## src/hdl/baro_pressure_temp_compensation_assert.svh

```systemverilog
// Assertion macros shared by the compensation block
`ifndef BARO_PRESSURE_TEMP_COMPENSATION_ASSERT_SVH
`define BARO_PRESSURE_TEMP_COMPENSATION_ASSERT_SVH

// condition must hold at every clock edge outside reset
`define BPTC_ASSERT_HOLDS(lbl, clk, rst, cond, msg) \
   lbl: assert property (@(posedge clk) disable iff (rst) (cond)) else $error(msg);

// antecedent in a cycle implies consequent in the same cycle
`define BPTC_ASSERT_IMPLIES(lbl, clk, rst, ante, cons, msg) \
   lbl: assert property (@(posedge clk) disable iff (rst) (ante) |-> (cons)) else $error(msg);

`endif

```

## src/hdl/bptc_fifo.sv

```systemverilog
// Small register FIFO; the head entry is presented combinationally
`default_nettype none
module bptc_fifo #(
   parameter int WIDTH = 8,
   parameter int DEPTH = 16
) (
   input  wire logic             clock,
   input  wire logic             reset,
   input  wire logic             push,
   input  wire logic [WIDTH-1:0] push_data,
   input  wire logic             pop,
   output logic                  empty,
   output logic [WIDTH-1:0]      head_data
);
   localparam int AW = $clog2(DEPTH);

   logic [WIDTH-1:0] data_ff [DEPTH];
   logic [AW:0]      wr_ptr_ff;
   logic [AW:0]      rd_ptr_ff;

   // pointers
   always_ff @(posedge clock) begin
      if (reset) begin
         wr_ptr_ff <= '0;
         rd_ptr_ff <= '0;
      end else begin
         if (push) wr_ptr_ff <= wr_ptr_ff + 1'b1;
         if (pop)  rd_ptr_ff <= rd_ptr_ff + 1'b1;
      end
   end

   // storage
   always_ff @(posedge clock) begin
      if (push) data_ff[wr_ptr_ff[AW-1:0]] <= push_data;
   end

   assign empty     = (wr_ptr_ff == rd_ptr_ff);
   assign head_data = data_ff[rd_ptr_ff[AW-1:0]];
endmodule
`default_nettype wire

```

## config.mk

```make
export PLATFORM = sky130hd
export DESIGN_NAME = bptc_fifo
export DESIGN_NICKNAME = d
export VERILOG_FILES = /design/src/hdl/baro_pressure_temp_compensation_assert.svh /design/src/hdl/bptc_fifo.sv
export SDC_FILE = /design/constraint.sdc
export NUM_CORES = 1
export LEC_CHECK = 0
export ABC_AREA = 1
export BUFFER_PORTS_ARGS = -buffer_cell sky130_fd_sc_hd__buf_2
export CAP_MARGIN = 20
export CORE_MARGIN = 3
export CORE_UTILIZATION = 40
export DETAILED_ROUTE_END_ITERATION = 10
export GPL_TIMING_DRIVEN = 0
export SYNTH_ARGS = -nofsm -noshare
export SYNTH_HDL_FRONTEND = slang
export SYNTH_SLANG_ARGS = --single-unit
```

## constraint.sdc

```tcl
create_clock -name clock -period 3 [get_ports clock]
set_input_delay 0.15 -clock clock [delete_from_list [all_inputs] [get_ports clock]]
set_output_delay 0.15 -clock clock [all_outputs]
set_load 0.03 [all_outputs]
```

==> metrics.cfg <==
[status]
outcome = completed

[global_routing]
grt_pass1_wl_um = 21900
use_met3 = 0.0491
busiest_layer = met2
grt_start_max_net_pins = 17
grt_remaining_overflow = 0
grt_util_all_layers = 0.179
first_global_vias = 3927
antenna_found_initial = 0
gr-usage-met1 = 0.246
grt_use_met2 = 0.277

[logic_synthesis]
synthTopCellsByArea = edfxtp_1, nand2_1, nand3_1
yosys-mux-area-fraction = 0
synth_async_sr_flop_share = 0
syn-mean-instance-area_um2 = 10.2
yosysSeqAreaShare = 0.667
netlist_top_cells_count = nand2_1, edfxtp_1, inv_1, nand3_1, nor2_1
synthFlopType = edfxtp_1
synth-simple-area-share = 0.208
yosys_register_bits = 142
synth_compound_area_frac = 0.00971
synth.top_cell.area_share = 0.621
yosysMostFrequentCell = nand2_1
synth_top_cell_by_area = edfxtp_1
synthAdderAreaFrac = 0.0121
yosysWarnings = 0
synth_top_family_by_area = simple AND/OR/NAND/NOR gates
synth-xor-area-share = 0.00991
synth.distinct_cells = 18
synth-edff-count = 128
netlist_area_um2 = 6190
syn_nets = 625
syn_inst = 607

[timing]
finalCritPeriodShare = 0.691
clock.fmax_mhz = 483
min_period_ps = 2070
slew_violations = 0
rsz0062_at_grt = false
fin_tns_setup_ps = 0
tightest_slew_ps = 917
timing.hold.ws_ps = 18.4
setup-violations-final = 0
hold_viol = 0
finalClockSkew_ps = 15.0
slew_headroom = 0.386

[clock_tree]
clock_latency_ps = 420
clk_pin_slew_ps = 50
hold_buffers = 1
post_cts_buffers = 0
cts-htree-levels = 4
cts.sinks = 142
ctsRootBufferMaster = clkbuf_16
ctsResizeCount = 0
cts_buffers = 17
cts_tree = yes
clock_path_buffers = 2

[run]
max_cap_violations = 0

[worst_setup_path]
cpPeakStageDelay_ps = 290
r2r_slack_ps = 1090
cp_max_fo = 10
r2r_cells = 3
crit_type = reg2out
r2r-start = wr_ptr_ff[0]
r2r-end = data_ff[5][1]
slowest_stage = dfxtp_1
setup.worst_path.start_class = flop
crit_required_ps = 2850
worst_setup_path_end_kind = primary output
cp_cell_sequence = buf_2 -> inv_2 -> buf_2 -> nand3_1 -> nand3_1 -> nand3_1 -> nand2_1 -> buf_2
crit_arrival_ps = 1920

[placed_design]
placement.io_buffers = 18
gp_congestion = 0.843
hpwlAfterDp_um = 9560

[detailed_routing]
vias = 4157
drtIter0Drc = 418
routed_via_density = 4.94
drcViolationCount = 0
wl_per_cell_um = 17.0
wl_um = 14300
dr.pass1.iters = 5
antenna_left = 0

[pwr]
peakVddDrop_v = 0.000392
p_leak_nw = 3.00
p_total_w = 0.00456
power_density_nw_per_um2 = 645

[floorplanning]
die_w_um = 130
core_um2 = 14800
die_h_um = 130
die_area_um2 = 17000
initial_core_util = 0.418
ios = 21
rows = 44

[cells_and_area]
drive_gt1_frac = 0.112
fin_nets = 663
diodes = 0
area.growth.synth_to_final_pct = 14.3
final_util = 0.478
fillCellCount = 1351

[min_path]
min_path_type = in2reg
holdPathStages = 2
hp-start = pop
hold_end = rd_ptr_ff[0]

registers in the layout, indices dropped and copies added, names as in the netlist, named ones only:
| register | cells |
|---|---|
| data_ff | 128 |
| wr_ptr_ff | 5 |
| rd_ptr_ff | 5 |
metal layers:
layer | vias to the layer above | share of wire
li1 | 2029 | -
met1 | 1961 | 0.46
met2 | 148 | 0.46
met3 | 19 | 0.068
met4 | 0 | 0.014
met5 | - | 0
cells in the final DEF (no fill, tap or decap), drive strengths merged, types with 3 or more instances in the layout:
cell        n
a21oi       8
clkbuf     22
xnor2       5
clkinvlp    3
dfxtp      14
clkinv      5
o21ai       4
nor2       26
edfxtp    128
buf        43
nand2     180
nand3      99
inv       108
ha          6
worst max-delay path by stage:
stage / to / slack (ps)
after global placement: data_ff[4][6] / 1130
after floorplan: data_ff[1][0] / 1550
after detailed placement: data_ff[4][2] / 1110
final: head_data[3] / 930
after CTS: head_data[4] / 930
after global routing: head_data[5] / 810
stage by stage:
step / instance area (µm²) / worst slack, ps / std cells
floorplan: 6190 / 1550 / 607
global placement: 6510 / 1130 / 809
detailed placement: 6510 / 1110 / 809
CTS: 7070 / 928 / 842
global route: 7070 / 810 / 842
finish: 7070 / 928 / 842
critical path, delay by kind of cell, from the launching register on:
kind / cells / cell delay (ps)
buf+inv: 4 / 710
simple gates: 4 / 490
flops: 1 / 290
layout make-up:
class                   count  area, µm²  share of cell area
repair buffers             19        100              0.0142
well taps                 184        230              0.0325
inverters                 107        402              0.0568
clock inverters            11        116              0.0165
clock buffers              21        440              0.0623
multi-input cells         332       1480               0.209
plain buffers              26        180              0.0255
flip-flops and latches    142       4120               0.583
logic make-up after synthesis:
kind of cell               after synthesis
xor gates and xnor gates                 7
buffers and inverters                  133
and+or+nand+nor                        307
DFF                                    142
adders and majority gates                6
AOI/OAI and AO/OA                       12
power breakdown:
part	switching (W)	total, W	internal (W)
registers	0.0000124	0.00219	0.00218
logic	0.000264	0.000373	0.000109
clock network	0.000781	0.00200	0.00122
total	0.00106	0.00456	0.00351
No activity file was read; power rests on OpenSTA's default activity.
